<file path="config.mk">
export PLATFORM = sky130hd
export DESIGN_NAME = pixel_stretch_invert_overlay
export DESIGN_NICKNAME = d
export VERILOG_FILES = /design/src/sv/psio_pkg.sv /design/src/sv/psio_div.sv /design/src/sv/pixel_stretch_invert_overlay.sv
export SDC_FILE = /design/constraint.sdc
export NUM_CORES = 2
export LEC_CHECK = 0
export BUFFER_PORTS_ARGS = -buffer_cell sky130_fd_sc_hd__buf_2
export CORE_ASPECT_RATIO = 1.2
export CORE_MARGIN = 2
export CORE_UTILIZATION = 60
export CTS_CLUSTER_SIZE = 24
export DETAILED_ROUTE_END_ITERATION = 8
export GPL_ROUTABILITY_DRIVEN = 0
export PLACE_DENSITY = 0.9
export SLEW_MARGIN = 20
export SYNTH_ARGS = -nofsm -noshare
export SYNTH_HDL_FRONTEND = slang
export SYNTH_HIERARCHICAL = 1
export SYNTH_SLANG_ARGS = --single-unit
export TNS_END_PERCENT = 100
</file>
<file path="constraint.sdc">
create_clock -name clk_i -period 12.1 [get_ports clk_i]
set_input_delay 2.42 -clock clk_i [delete_from_list [all_inputs] [get_ports clk_i]]
set_output_delay 2.42 -clock clk_i [all_outputs]
set_load 0.005 [all_outputs]
</file>
<file path="src/sv/psio_pkg.sv">
// psio_pkg: shared widths, register codes, pipeline stage map and helper
// functions for the pixel stretch/invert/overlay block.
// No dependencies; imported by psio_div and pixel_stretch_invert_overlay.
package psio_pkg;

  // Sample and datapath widths
  localparam int SAMPLE_W   = 10;
  localparam int FULL_W     = 16;
  localparam int QUO_W      = FULL_W;
  localparam int PROD_W     = FULL_W + SAMPLE_W;
  localparam int LEVEL_W    = 8;
  localparam int BYTE_W     = 8;
  localparam int CFG_IDX_W  = 3;
  localparam int CFG_DATA_W = 24;

  localparam logic [FULL_W-1:0] FULL_SCALE = FULL_W'((1 << SAMPLE_W) - 1);
  localparam logic [FULL_W-1:0] BYTE_SCALE = FULL_W'(8'hff);
  localparam logic [FULL_W-1:0] WORD_CLIP  = FULL_W'(16'h3ff);
  localparam logic [3:0]        SHIFT_MAX  = 4'd8;
  localparam logic [3:0]        SHIFT_RESET = 4'd2;
  localparam logic [3:0]        ADAPT_SHIFT = 4'd2;
  // (x + 1) * 0x1111 >> 16 equals x / 15 for x below 3840
  localparam logic [24:0]       NIB_RECIP  = 25'h1111;

  // Divider: quotient bits retired per stage
  localparam int DIV_STAGES = 4;
  localparam int DIV_BITS   = QUO_W / DIV_STAGES;

  // Pipeline stage map
  localparam int ST_SUB      = 0;
  localparam int ST_MUL      = 1;
  localparam int ST_DIV0     = 2;
  localparam int ST_RED      = ST_DIV0 + DIV_STAGES;
  localparam int ST_OUT      = ST_RED + 1;
  localparam int PIPE_STAGES = ST_OUT + 1;

  // control_flags bit positions
  localparam int FLAG_ADAPT = 0;
  localparam int FLAG_INV   = 1;
  localparam int FLAG_DEEP  = 2;
  localparam int FLAG_3D    = 3;
  localparam int FLAG_OVL   = 4;
  localparam int FLAG_GRID  = 5;
  localparam int FLAG_FIRE  = 6;
  localparam int FLAG_MARK  = 7;

  typedef enum logic [CFG_IDX_W-1:0] {
    REG_LUM_MIN     = 3'd0,
    REG_LUM_MAX     = 3'd1,
    REG_OUT_MODE    = 3'd2,
    REG_CTRL_FLAGS  = 3'd3,
    REG_BIT_SHIFT   = 3'd4,
    REG_OVL_LEVEL   = 3'd5,
    REG_OVL_COLOURS = 3'd6
  } cfg_reg_e;

  typedef enum logic [1:0] {
    MODE_COLOUR    = 2'd0,
    MODE_BYTE      = 2'd1,
    MODE_BYTE_WORD = 2'd2,
    MODE_WORD      = 2'd3
  } out_mode_e;

  // Per-pixel overlay bits as they travel down the pipe
  typedef struct packed {
    logic coast;
    logic coast_l;
    logic grid;
    logic fire;
    logic mark;
  } marks_t;

  typedef struct packed {
    logic [2:0][SAMPLE_W-1:0] pix;
    logic                     space;
    marks_t                   marks;
  } side_t;

  // Values that follow from the registers alone
  typedef struct packed {
    logic [FULL_W-1:0]            full;
    logic [SAMPLE_W-1:0]          den;
    logic                         stretch;
    logic [3:0]                   sh;
    logic [2:0][LEVEL_W-1:0]      tint_ovl;
    logic [2:0][LEVEL_W-1:0]      tint_grid;
    logic [SAMPLE_W-1:0]          word_add;
  } dcfg_t;

  function automatic logic [BYTE_W-1:0] sat8(input logic [FULL_W-1:0] v);
    return (v > BYTE_SCALE) ? 8'hff : v[BYTE_W-1:0];
  endfunction

  // nibble * level / 15
  function automatic logic [LEVEL_W-1:0] nib_tint(input logic [3:0] nib,
                                                   input logic [LEVEL_W-1:0] lvl);
    logic [11:0] x;
    logic [24:0] m;
    x = 12'(nib) * 12'(lvl);
    m = (25'(x) + 25'd1) * NIB_RECIP;
    return m[23:16];
  endfunction

  // n * x for n in 0..4
  function automatic logic [11:0] mul_n(input logic [2:0] n, input logic [9:0] x);
    logic [11:0] xw;
    xw = 12'(x);
    case (n)
      3'd0:    return 12'd0;
      3'd1:    return xw;
      3'd2:    return xw << 1;
      3'd3:    return xw + (xw << 1);
      3'd4:    return xw << 2;
      default: return 12'd0;
    endcase
  endfunction

endpackage

</file>
<file path="src/sv/psio_div.sv">
// psio_div: pipelined restoring divider, PROD_W / SAMPLE_W bits, quotient
// saturated to QUO_W bits; DIV_BITS quotient bits per stage.
// Depends on psio_pkg.
module psio_div (
  input  logic                                clk_i,
  input  logic [psio_pkg::DIV_STAGES-1:0]     en_i,
  input  logic [psio_pkg::PROD_W-1:0]         num_i,
  input  logic [psio_pkg::SAMPLE_W-1:0]       den_i,
  output logic [psio_pkg::QUO_W-1:0]          quo_o
);
  import psio_pkg::*;

  logic [DIV_STAGES-1:0][SAMPLE_W-1:0] src_rem, rem_d, rem_q;
  logic [DIV_STAGES-1:0][QUO_W-1:0]    src_low, low_d, low_q;
  logic [DIV_STAGES-1:0][QUO_W-1:0]    src_quo, quo_d, quo_q;
  logic [DIV_STAGES-1:0]               src_sat, sat_d, sat_q;

  // stage inputs; overflow when the top part already reaches the divisor
  always_comb begin
    src_rem[0] = num_i[PROD_W-1:QUO_W];
    src_low[0] = num_i[QUO_W-1:0];
    src_quo[0] = '0;
    src_sat[0] = (num_i[PROD_W-1:QUO_W] >= den_i);
    for (int j = 1; j < DIV_STAGES; j++) begin
      src_rem[j] = rem_q[j-1];
      src_low[j] = low_q[j-1];
      src_quo[j] = quo_q[j-1];
      src_sat[j] = sat_q[j-1];
    end
  end

  always_comb begin
    logic [SAMPLE_W:0]   t;
    logic [SAMPLE_W-1:0] r;
    logic [QUO_W-1:0]    q;
    for (int j = 0; j < DIV_STAGES; j++) begin
      r = src_rem[j];
      q = src_quo[j];
      for (int k = 0; k < DIV_BITS; k++) begin
        t = {r, src_low[j][QUO_W-1-DIV_BITS*j-k]};
        if (t >= {1'b0, den_i}) begin
          r = SAMPLE_W'(t - {1'b0, den_i});
          q[QUO_W-1-DIV_BITS*j-k] = 1'b1;
        end else begin
          r = t[SAMPLE_W-1:0];
        end
      end
      rem_d[j] = r;
      quo_d[j] = q;
      low_d[j] = src_low[j];
      sat_d[j] = src_sat[j];
    end
  end

  always_ff @(posedge clk_i) begin
    for (int j = 0; j < DIV_STAGES; j++) begin
      if (en_i[j]) begin
        rem_q[j] <= rem_d[j];
        low_q[j] <= low_d[j];
        quo_q[j] <= quo_d[j];
        sat_q[j] <= sat_d[j];
      end
    end
  end

  assign quo_o = sat_q[DIV_STAGES-1] ? '1 : quo_q[DIV_STAGES-1];

endmodule

</file>
<file path="src/sv/pixel_stretch_invert_overlay.sv">
// pixel_stretch_invert_overlay: window stretch, invert, depth reduction and
// overlay tinting of one RGB pixel per clock while the output is not stalled.
// Depends on psio_pkg and psio_div.
//
// Channel | Dir | Handshake                | Payload
// --------+-----+--------------------------+--------------------------------------
// in      | in  | in_valid_i / in_ready_o  | red/green/blue_in_i, five mark bits
// out     | out | out_valid_o / out_ready_i| red/green/blue_out_o, mono_out_o
// cfg     | in  | cfg_we_i, no wait        | cfg_idx_i, cfg_wdata_i
//
// One item per clock sustained while out_ready_i stays high; PIPE_STAGES stages
// lie from accept to out_valid_o, and the stretch divide retires four quotient
// bits in each of its four stages.
// Reset clears the valid bits and loads the register reset values.
// A stage holds while the next one is full and stalled; empty stages fill, so
// bubbles close up and only a full pipe drops in_ready_o.
module pixel_stretch_invert_overlay (
  input  logic                              clk_i,
  input  logic                              rst_ni,
  input  logic                              in_valid_i,
  output logic                              in_ready_o,
  input  logic [psio_pkg::SAMPLE_W-1:0]     red_in_i,
  input  logic [psio_pkg::SAMPLE_W-1:0]     green_in_i,
  input  logic [psio_pkg::SAMPLE_W-1:0]     blue_in_i,
  input  logic                              coast_bit_i,
  input  logic                              coast_left_bit_i,
  input  logic                              grid_bit_i,
  input  logic                              fire_bit_i,
  input  logic                              mark_bit_i,
  output logic                              out_valid_o,
  input  logic                              out_ready_i,
  output logic [psio_pkg::BYTE_W-1:0]       red_out_o,
  output logic [psio_pkg::BYTE_W-1:0]       green_out_o,
  output logic [psio_pkg::BYTE_W-1:0]       blue_out_o,
  output logic [psio_pkg::FULL_W-1:0]       mono_out_o,
  input  logic                              cfg_we_i,
  input  logic [psio_pkg::CFG_IDX_W-1:0]    cfg_idx_i,
  input  logic [psio_pkg::CFG_DATA_W-1:0]   cfg_wdata_i
);
  import psio_pkg::*;

  // ---------------------------------------------------------------------
  // Configuration registers
  // ---------------------------------------------------------------------
  logic [SAMPLE_W-1:0]   lum_min_q, lum_max_q;
  out_mode_e             mode_q;
  logic [7:0]            flags_q;
  logic [3:0]            bit_shift_q;
  logic [LEVEL_W-1:0]    level_q;
  logic [CFG_DATA_W-1:0] colours_q;

  always_ff @(posedge clk_i or negedge rst_ni) begin
    if (!rst_ni) begin
      lum_min_q   <= '0;
      lum_max_q   <= '0;
      mode_q      <= MODE_COLOUR;
      flags_q     <= '0;
      bit_shift_q <= SHIFT_RESET;
      level_q     <= '0;
      colours_q   <= '0;
    end else if (cfg_we_i) begin
      case (cfg_reg_e'(cfg_idx_i))
        REG_LUM_MIN:     lum_min_q   <= cfg_wdata_i[SAMPLE_W-1:0];
        REG_LUM_MAX:     lum_max_q   <= cfg_wdata_i[SAMPLE_W-1:0];
        REG_OUT_MODE:    mode_q      <= out_mode_e'(cfg_wdata_i[1:0]);
        REG_CTRL_FLAGS:  flags_q     <= cfg_wdata_i[7:0];
        REG_BIT_SHIFT:   bit_shift_q <= cfg_wdata_i[3:0];
        REG_OVL_LEVEL:   level_q     <= cfg_wdata_i[LEVEL_W-1:0];
        REG_OVL_COLOURS: colours_q   <= cfg_wdata_i;
        default: ;
      endcase
    end
  end

  logic adapt, inv, deep, d3, win_eq;
  assign adapt  = flags_q[FLAG_ADAPT];
  assign inv    = flags_q[FLAG_INV];
  assign deep   = flags_q[FLAG_DEEP];
  assign d3     = flags_q[FLAG_3D];
  assign win_eq = (lum_min_q == lum_max_q);

  // Values derived from the registers. Registered once: they are first used
  // in the multiply stage, behind the SUB stage register.
  dcfg_t dcfg_d, dcfg_q;
  logic [1:0] lvl_div85;

  always_comb begin
    dcfg_d.sh = (bit_shift_q > SHIFT_MAX) ? SHIFT_MAX : bit_shift_q;
    if (!deep) begin
      dcfg_d.full = BYTE_SCALE;
    end else if (adapt) begin
      dcfg_d.full = FULL_SCALE;
    end else if (mode_q == MODE_COLOUR || mode_q == MODE_BYTE_WORD) begin
      dcfg_d.full = BYTE_SCALE << dcfg_d.sh;
    end else begin
      dcfg_d.full = FULL_SCALE;
    end
    // equal bounds select the whole sample range
    dcfg_d.den     = win_eq ? FULL_SCALE[SAMPLE_W-1:0] : lum_max_q - lum_min_q;
    dcfg_d.stretch = adapt && (win_eq || (lum_max_q > lum_min_q));
    for (int i = 0; i < 3; i++) begin
      dcfg_d.tint_ovl[i]  = nib_tint(colours_q[20-4*i +: 4], level_q);
      dcfg_d.tint_grid[i] = nib_tint(colours_q[8-4*i +: 4], level_q);
    end
    // 0x3ff * level / 0xff = 4 * level + level / 85
    if (level_q >= 8'd255) begin
      lvl_div85 = 2'd3;
    end else if (level_q >= 8'd170) begin
      lvl_div85 = 2'd2;
    end else if (level_q >= 8'd85) begin
      lvl_div85 = 2'd1;
    end else begin
      lvl_div85 = 2'd0;
    end
    dcfg_d.word_add = {level_q, 2'b00} + SAMPLE_W'(lvl_div85);
  end

  always_ff @(posedge clk_i) begin
    dcfg_q <= dcfg_d;
  end

  // ---------------------------------------------------------------------
  // Pipeline control: valid bit per stage, ready ripples back from output
  // ---------------------------------------------------------------------
  logic [PIPE_STAGES-1:0] v_q;
  logic [PIPE_STAGES:0]   rdy;

  always_comb begin
    rdy[PIPE_STAGES] = out_ready_i;
    for (int k = PIPE_STAGES - 1; k >= 0; k--) begin
      rdy[k] = !v_q[k] || rdy[k+1];
    end
  end

  always_ff @(posedge clk_i or negedge rst_ni) begin
    if (!rst_ni) begin
      v_q <= '0;
    end else begin
      if (rdy[0]) v_q[0] <= in_valid_i;
      for (int k = 1; k < PIPE_STAGES; k++) begin
        if (rdy[k]) v_q[k] <= v_q[k-1];
      end
    end
  end

  assign in_ready_o  = rdy[0];
  assign out_valid_o = v_q[PIPE_STAGES-1];

  // ---------------------------------------------------------------------
  // Stage SUB: distance above the window floor
  // ---------------------------------------------------------------------
  side_t                       side_q [ST_RED];
  side_t                       side_in;
  logic [2:0][SAMPLE_W-1:0]    dist_d, dist_q;
  logic [SAMPLE_W-1:0]         lmin_eff;

  assign lmin_eff = win_eq ? '0 : lum_min_q;

  always_comb begin
    side_in.pix[0]        = red_in_i;
    side_in.pix[1]        = green_in_i;
    side_in.pix[2]        = blue_in_i;
    side_in.space         = (red_in_i == '0);
    side_in.marks.coast   = coast_bit_i;
    side_in.marks.coast_l = coast_left_bit_i;
    side_in.marks.grid    = grid_bit_i;
    side_in.marks.fire    = fire_bit_i;
    side_in.marks.mark    = mark_bit_i;
    for (int i = 0; i < 3; i++) begin
      dist_d[i] = (side_in.pix[i] > lmin_eff) ? side_in.pix[i] - lmin_eff : '0;
    end
  end

  always_ff @(posedge clk_i) begin
    if (rdy[ST_SUB]) begin
      side_q[ST_SUB] <= side_in;
      dist_q         <= dist_d;
    end
    for (int k = ST_MUL; k < ST_RED; k++) begin
      if (rdy[k]) side_q[k] <= side_q[k-1];
    end
  end

  // ---------------------------------------------------------------------
  // Stage MUL: full scale times distance
  // ---------------------------------------------------------------------
  logic [2:0][PROD_W-1:0] prod_q;

  always_ff @(posedge clk_i) begin
    if (rdy[ST_MUL]) begin
      for (int i = 0; i < 3; i++) begin
        prod_q[i] <= PROD_W'(dcfg_q.full) * PROD_W'(dist_q[i]);
      end
    end
  end

  // ---------------------------------------------------------------------
  // Stages DIV: product / window width, saturated to 16 bits
  // ---------------------------------------------------------------------
  logic [2:0][QUO_W-1:0] quo;

  for (genvar g = 0; g < 3; g++) begin : g_div
    psio_div u_div (
      .clk_i (clk_i),
      .en_i  (rdy[ST_DIV0 +: DIV_STAGES]),
      .num_i (prod_q[g]),
      .den_i (dcfg_q.den),
      .quo_o (quo[g])
    );
  end

  // ---------------------------------------------------------------------
  // Stage RED: invert, then depth reduction per mode
  // ---------------------------------------------------------------------
  side_t                    last_side;
  logic [2:0][FULL_W-1:0]   val;
  logic [2:0][BYTE_W-1:0]   col_d, col_q;
  logic [BYTE_W-1:0]        byte_d, byte_q;
  logic [FULL_W-1:0]        word_q;
  marks_t                   marks_q;

  assign last_side = side_q[ST_RED-1];

  always_comb begin
    for (int i = 0; i < 3; i++) begin
      val[i] = dcfg_q.stretch ? quo[i] : FULL_W'(last_side.pix[i]);
      if (inv && !last_side.space) begin
        val[i] = (dcfg_q.full > val[i]) ? dcfg_q.full - val[i] : '0;
      end
      if (!deep) begin
        col_d[i] = sat8(val[i]);
      end else if (adapt) begin
        col_d[i] = sat8(val[i] >> ADAPT_SHIFT);
      end else begin
        col_d[i] = sat8(val[i] >> dcfg_q.sh);
      end
    end
    if (mode_q == MODE_BYTE) begin
      byte_d = sat8(val[0]);
    end else if (adapt) begin
      byte_d = sat8(val[0] >> ADAPT_SHIFT);
    end else begin
      byte_d = sat8(val[0] >> dcfg_q.sh);
    end
  end

  always_ff @(posedge clk_i) begin
    if (rdy[ST_RED]) begin
      col_q   <= col_d;
      byte_q  <= byte_d;
      word_q  <= val[0];
      marks_q <= last_side.marks;
    end
  end

  // ---------------------------------------------------------------------
  // Stage OUT: saturating tints and mode select into the output register
  // ---------------------------------------------------------------------
  logic                   ovl, grid, fire, mark;
  logic [2:0]             n_tint;
  logic [2:0][9:0]        csum;
  logic [2:0][LEVEL_W-1:0] add_a, add_b;
  logic [2:0][BYTE_W-1:0] col_out;
  logic [11:0]            bsum;
  logic [16:0]            wsum;
  logic [FULL_W-1:0]      word_out;
  logic [2:0][BYTE_W-1:0] rgb_d, rgb_q;
  logic [FULL_W-1:0]      mono_d, mono_q;

  assign ovl  = marks_q.coast && flags_q[FLAG_OVL];
  assign grid = marks_q.grid  && flags_q[FLAG_GRID];
  assign fire = marks_q.fire  && flags_q[FLAG_FIRE];
  assign mark = marks_q.mark  && flags_q[FLAG_MARK];
  assign n_tint = 3'(ovl) + 3'(grid) + 3'(fire) + 3'(mark);

  always_comb begin
    for (int i = 0; i < 3; i++) begin
      if (d3) begin
        // left eye tints red, right eye green and blue; enables ignored
        if (i == 0) begin
          add_a[i] = marks_q.coast_l ? level_q : '0;
        end else begin
          add_a[i] = marks_q.coast ? level_q : '0;
        end
        add_b[i] = '0;
      end else begin
        add_a[i] = ovl  ? dcfg_q.tint_ovl[i]  : '0;
        add_b[i] = grid ? dcfg_q.tint_grid[i] : '0;
      end
      csum[i]    = 10'(col_q[i]) + 10'(add_a[i]) + 10'(add_b[i]);
      col_out[i] = sat8(FULL_W'(csum[i]));
    end
    if (!d3 && (fire || mark)) begin
      col_out[0] = 8'hff;
      col_out[1] = '0;
      col_out[2] = '0;
    end

    bsum = 12'(byte_q) + mul_n(n_tint, 10'(level_q));

    wsum = 17'(word_q) + 17'(mul_n(n_tint, dcfg_q.word_add));
    if (n_tint == 3'd0) begin
      word_out = word_q;
    end else if (wsum > 17'(WORD_CLIP)) begin
      word_out = WORD_CLIP;
    end else begin
      word_out = wsum[FULL_W-1:0];
    end

    rgb_d  = '0;
    mono_d = '0;
    case (mode_q)
      MODE_COLOUR:    rgb_d  = col_out;
      MODE_BYTE:      mono_d = FULL_W'(sat8(FULL_W'(bsum)));
      MODE_BYTE_WORD: mono_d = FULL_W'(sat8(FULL_W'(bsum)));
      MODE_WORD:      mono_d = word_out;
      default: ;
    endcase
  end

  always_ff @(posedge clk_i) begin
    if (rdy[ST_OUT]) begin
      rgb_q  <= rgb_d;
      mono_q <= mono_d;
    end
  end

  assign red_out_o   = rgb_q[0];
  assign green_out_o = rgb_q[1];
  assign blue_out_o  = rgb_q[2];
  assign mono_out_o  = mono_q;

`ifndef ASSERT_OFF
  // Only the output side can stall the pipe.
  a_ready_when_drained: assert property (@(posedge clk_i) disable iff (!rst_ni)
    out_ready_i |-> in_ready_o)
    else $error("input stalled while output is ready");

  // Colour bytes and grey word are never both in use.
  a_outputs_exclusive: assert property (@(posedge clk_i) disable iff (!rst_ni)
    out_valid_o |-> (mono_out_o == '0) ||
                    (red_out_o == '0 && green_out_o == '0 && blue_out_o == '0))
    else $error("colour and grey outputs both nonzero");

  // An item in the reduce stage is held while the output stage is blocked.
  a_reduce_holds: assert property (@(posedge clk_i) disable iff (!rst_ni)
    (v_q[ST_RED] && !rdy[ST_OUT]) |=> v_q[ST_RED])
    else $error("item lost from reduce stage during stall");
`endif

endmodule
</file>
==> run metrics <==
status complete, but fails checks; violations in the final reports design-rule violations; Reg clk slew, reported paths 0.08 ns; Fmax achieved slightly below 0.09 GHz; Yosys Warn Count 6; first-pass GRT wire length 427000 µm; Area after DPL between 90000 and 100000 µm²; Primary FF master, synth edfxtp_1; layer with the highest usage met2; R2R setup slack slightly below 0.6 ns; layout cells sized above 1 about 8.4%; Seq cells post-synth between 800 and 900; DP Wirelength 195000 µm; die area approximately 160000 µm²; CTS tree yes; Netlist cell types 130; Overflow after GRT 0; final period utilization 95.1%; crit-path max FO 18; EDFF count, synth between 700 and 800; Setup Fix Bufs, Post-CTS 0; ys async rst share 8.47%; met1 Usage GRT 36.8%; DRC viols 8; Global Route met2 Usage 55.3%; row count 158; Buffers & Inverters on Critical Path 6; initial antenna violation count 22; DR pass1 iterations 9; design area 98900 µm²; Wirelength per Cell 23.1 µm; CTS sink cnt 874; WP data required 12.59 ns; H-tree levels 3; syn avg cell area between 9 and 10 µm²; CP top delay family compound AO/OA/AOI/OAI gates; chip width 363 µm; slew margin rel. between 20% and 30%; crit path kind flip-flop to flip-flop; CP max stage delay 0.66 ns; met3 usage 9.74%; Initial Utilization 60.2%; CP Capture Type flip-flop; cell with the most instances on the worst path a21oi_1; hold_buf cts 0; Core Area between 150000 and 200000 µm²; Arr. time, crit path 12.00 ns; clk root buf clkbuf_16; hold crit path type flip-flop to flip-flop; clock skew between 0.04 and 0.05 ns; PortBufs 108; clk buf depth 3; Final #Nets 11600; DR iter-0 viols 9311; remaining antenna violation count after routing 0; max-slew violation count 0; Max Cap Violations 0; Setup TNS 0 ns; vias in the first global route 81000; RSZ-0062 raised after global routing no; area growth from synthesis to layout 6.59%; Slowest-stage cell, CP nor2_1; via count approximately 80000; Syn Std Cell Area 92700 µm²; register area share after synthesis between 20% and 30%; routed wire length 271000 µm; Vias/cell about 6.7; Final min period 11.50 ns; CTS buffer count 92; cts repair resizes 0; Worst Setup Start Kind flip-flop; worst-margin pin slew 1.08 ns; final hold vios 0; # setup viols final 0; final core occ 64.2%; gr usage total 34.1%; Clock Latency Late Sink 0.74 ns; largest net degree at the start of global routing 77; synthesized net count 11500; boundary pin count around 110; Syn Inst Count roughly 9700; Die Y 435 µm
worst paths after layout:
check                               from                 endpoint  depth (start not counted)
setup / recovery              dcfg_q[64]  g_div[2].u_div/rem_q[7]                         40
hold / removal             side_q[4][13]            side_q[5][13]                          0
setup reg to reg              dcfg_q[64]  g_div[2].u_div/rem_q[7]                         40
hold reg to reg            side_q[4][13]            side_q[5][13]                          0
max in group asynchronous         rst_ni             lum_min_q[2]                          1
min in group asynchronous         rst_ni             colours_q[8]                          1
metal layers:
| metal | vias to the layer above | routed length (µm) |
|---|---|---|
| met3 | 1880 | 31100 |
| met1 | 37300 | 89700 |
| met2 | 5432 | 124000 |
| met5 | - | 127 |
| met4 | 18 | 27000 |
| li1 | 34400 | - |
synthesized netlist by cell type (all sizes together) (120+ instances only):
cell    instances  area, µm²
and2          334       2090
a21oi         570       2890
edfxtp        711      21400
a21o          219       1650
nor2          524       1970
inv           976       3670
mux2          252       2880
clkbuf        215        807
nor3          165        837
nand2         844       3170
xnor2         370       3240
nand3         132        661
ha           1284      16100
o21a          120        901
nor2b         165       1040
xor2          163       1430
fa            522      10500
o21ai         434       2170
state kept, by name (all words and copies together) (netlist names), 16 cells and up:
signal,flops
col_q,24
colours_q,24
dcfg_q,89
dist_q,30
g_div.u_div/low_d,72
g_div.u_div/quo_d,72
g_div.u_div/quo_q,48
g_div.u_div/rem_q,90
mono_out_o,16
prod_q,78
side_q,216
word_q,16
cells in the final DEF (no fill, tap or decap), types with 48 or more instances in the layout:
| cell type | count |
|---|---|
| o21bai_1 | 55 |
| a21oi_1 | 561 |
| dfrtp_1 | 73 |
| ha_1 | 1284 |
| or2_2 | 87 |
| xor2_1 | 163 |
| a31oi_1 | 67 |
| nand4_1 | 98 |
| a21o_1 | 217 |
| buf_2 | 107 |
| o21ai_0 | 412 |
| and3_1 | 55 |
| clkbuf_16 | 93 |
| mux2i_1 | 115 |
| nor3_1 | 163 |
| nand3_1 | 129 |
| nand2_1 | 841 |
| nor2_1 | 522 |
| fa_1 | 522 |
| buf_4 | 94 |
| o21a_1 | 120 |
| o211ai_1 | 48 |
| inv_1 | 959 |
| edfxtp_1 | 711 |
| and2_1 | 331 |
| xnor2_1 | 370 |
| a211oi_1 | 83 |
| dfxtp_1 | 85 |
| nand2b_1 | 94 |
| mux2_2 | 227 |
| nor2b_1 | 163 |
worst reg2reg max path: cells and delay by family, from the launching register on:
| kind | cells | cell delay, ns |
|---|---|---|
| AOI/OAI and AO/OA | 19 | 5.41 |
| adders and majority gates | 4 | 1.25 |
| buffers and inverters | 6 | 1.06 |
| DFF | 1 | 0.45 |
| muxes | 1 | 0.41 |
| and+or+nand+nor | 10 | 2.67 |
per-stage QoR:
stage | worst slack, ns | std cells | hold WS (ns)
global placement | 1.66 | 11600 | 0.401
CTS | 1.08 | 11800 | 0.396
global route | 0.135 | 11800 | 0.403
floorplan | 0.450 | 9650 | 0.400
finish | 0.595 | 11800 | 0.389
detailed placement | 1.21 | 11600 | 0.405
cell type report:
type,count,area (µm²)
Clock buffer,100,2360
Clock inverter,69,907
Inverter,977,3670
Timing Repair Buffer,203,1270
Multi-Input combinational cell,7529,63100
Sequential cell,874,25000
Antenna cell,12,30.0
Tap cell,2000,2500
Fill cell,10700,55100
cell families after synthesis:
group | after synthesis | synth area share, %
muxes | 376 | 4.55
buffers and inverters | 1247 | 5.12
adders and majority gates | 1806 | 28.6
xor gates and xnor gates | 533 | 5.03
and+or+nand+nor | 2664 | 14.2
DFF | 874 | 26.9
AOI/OAI and AO/OA | 2150 | 15.6
Power is left out: the tool's default activity adds up to more than one toggle a clock period on the data nets, which glitch-free logic cannot reach.
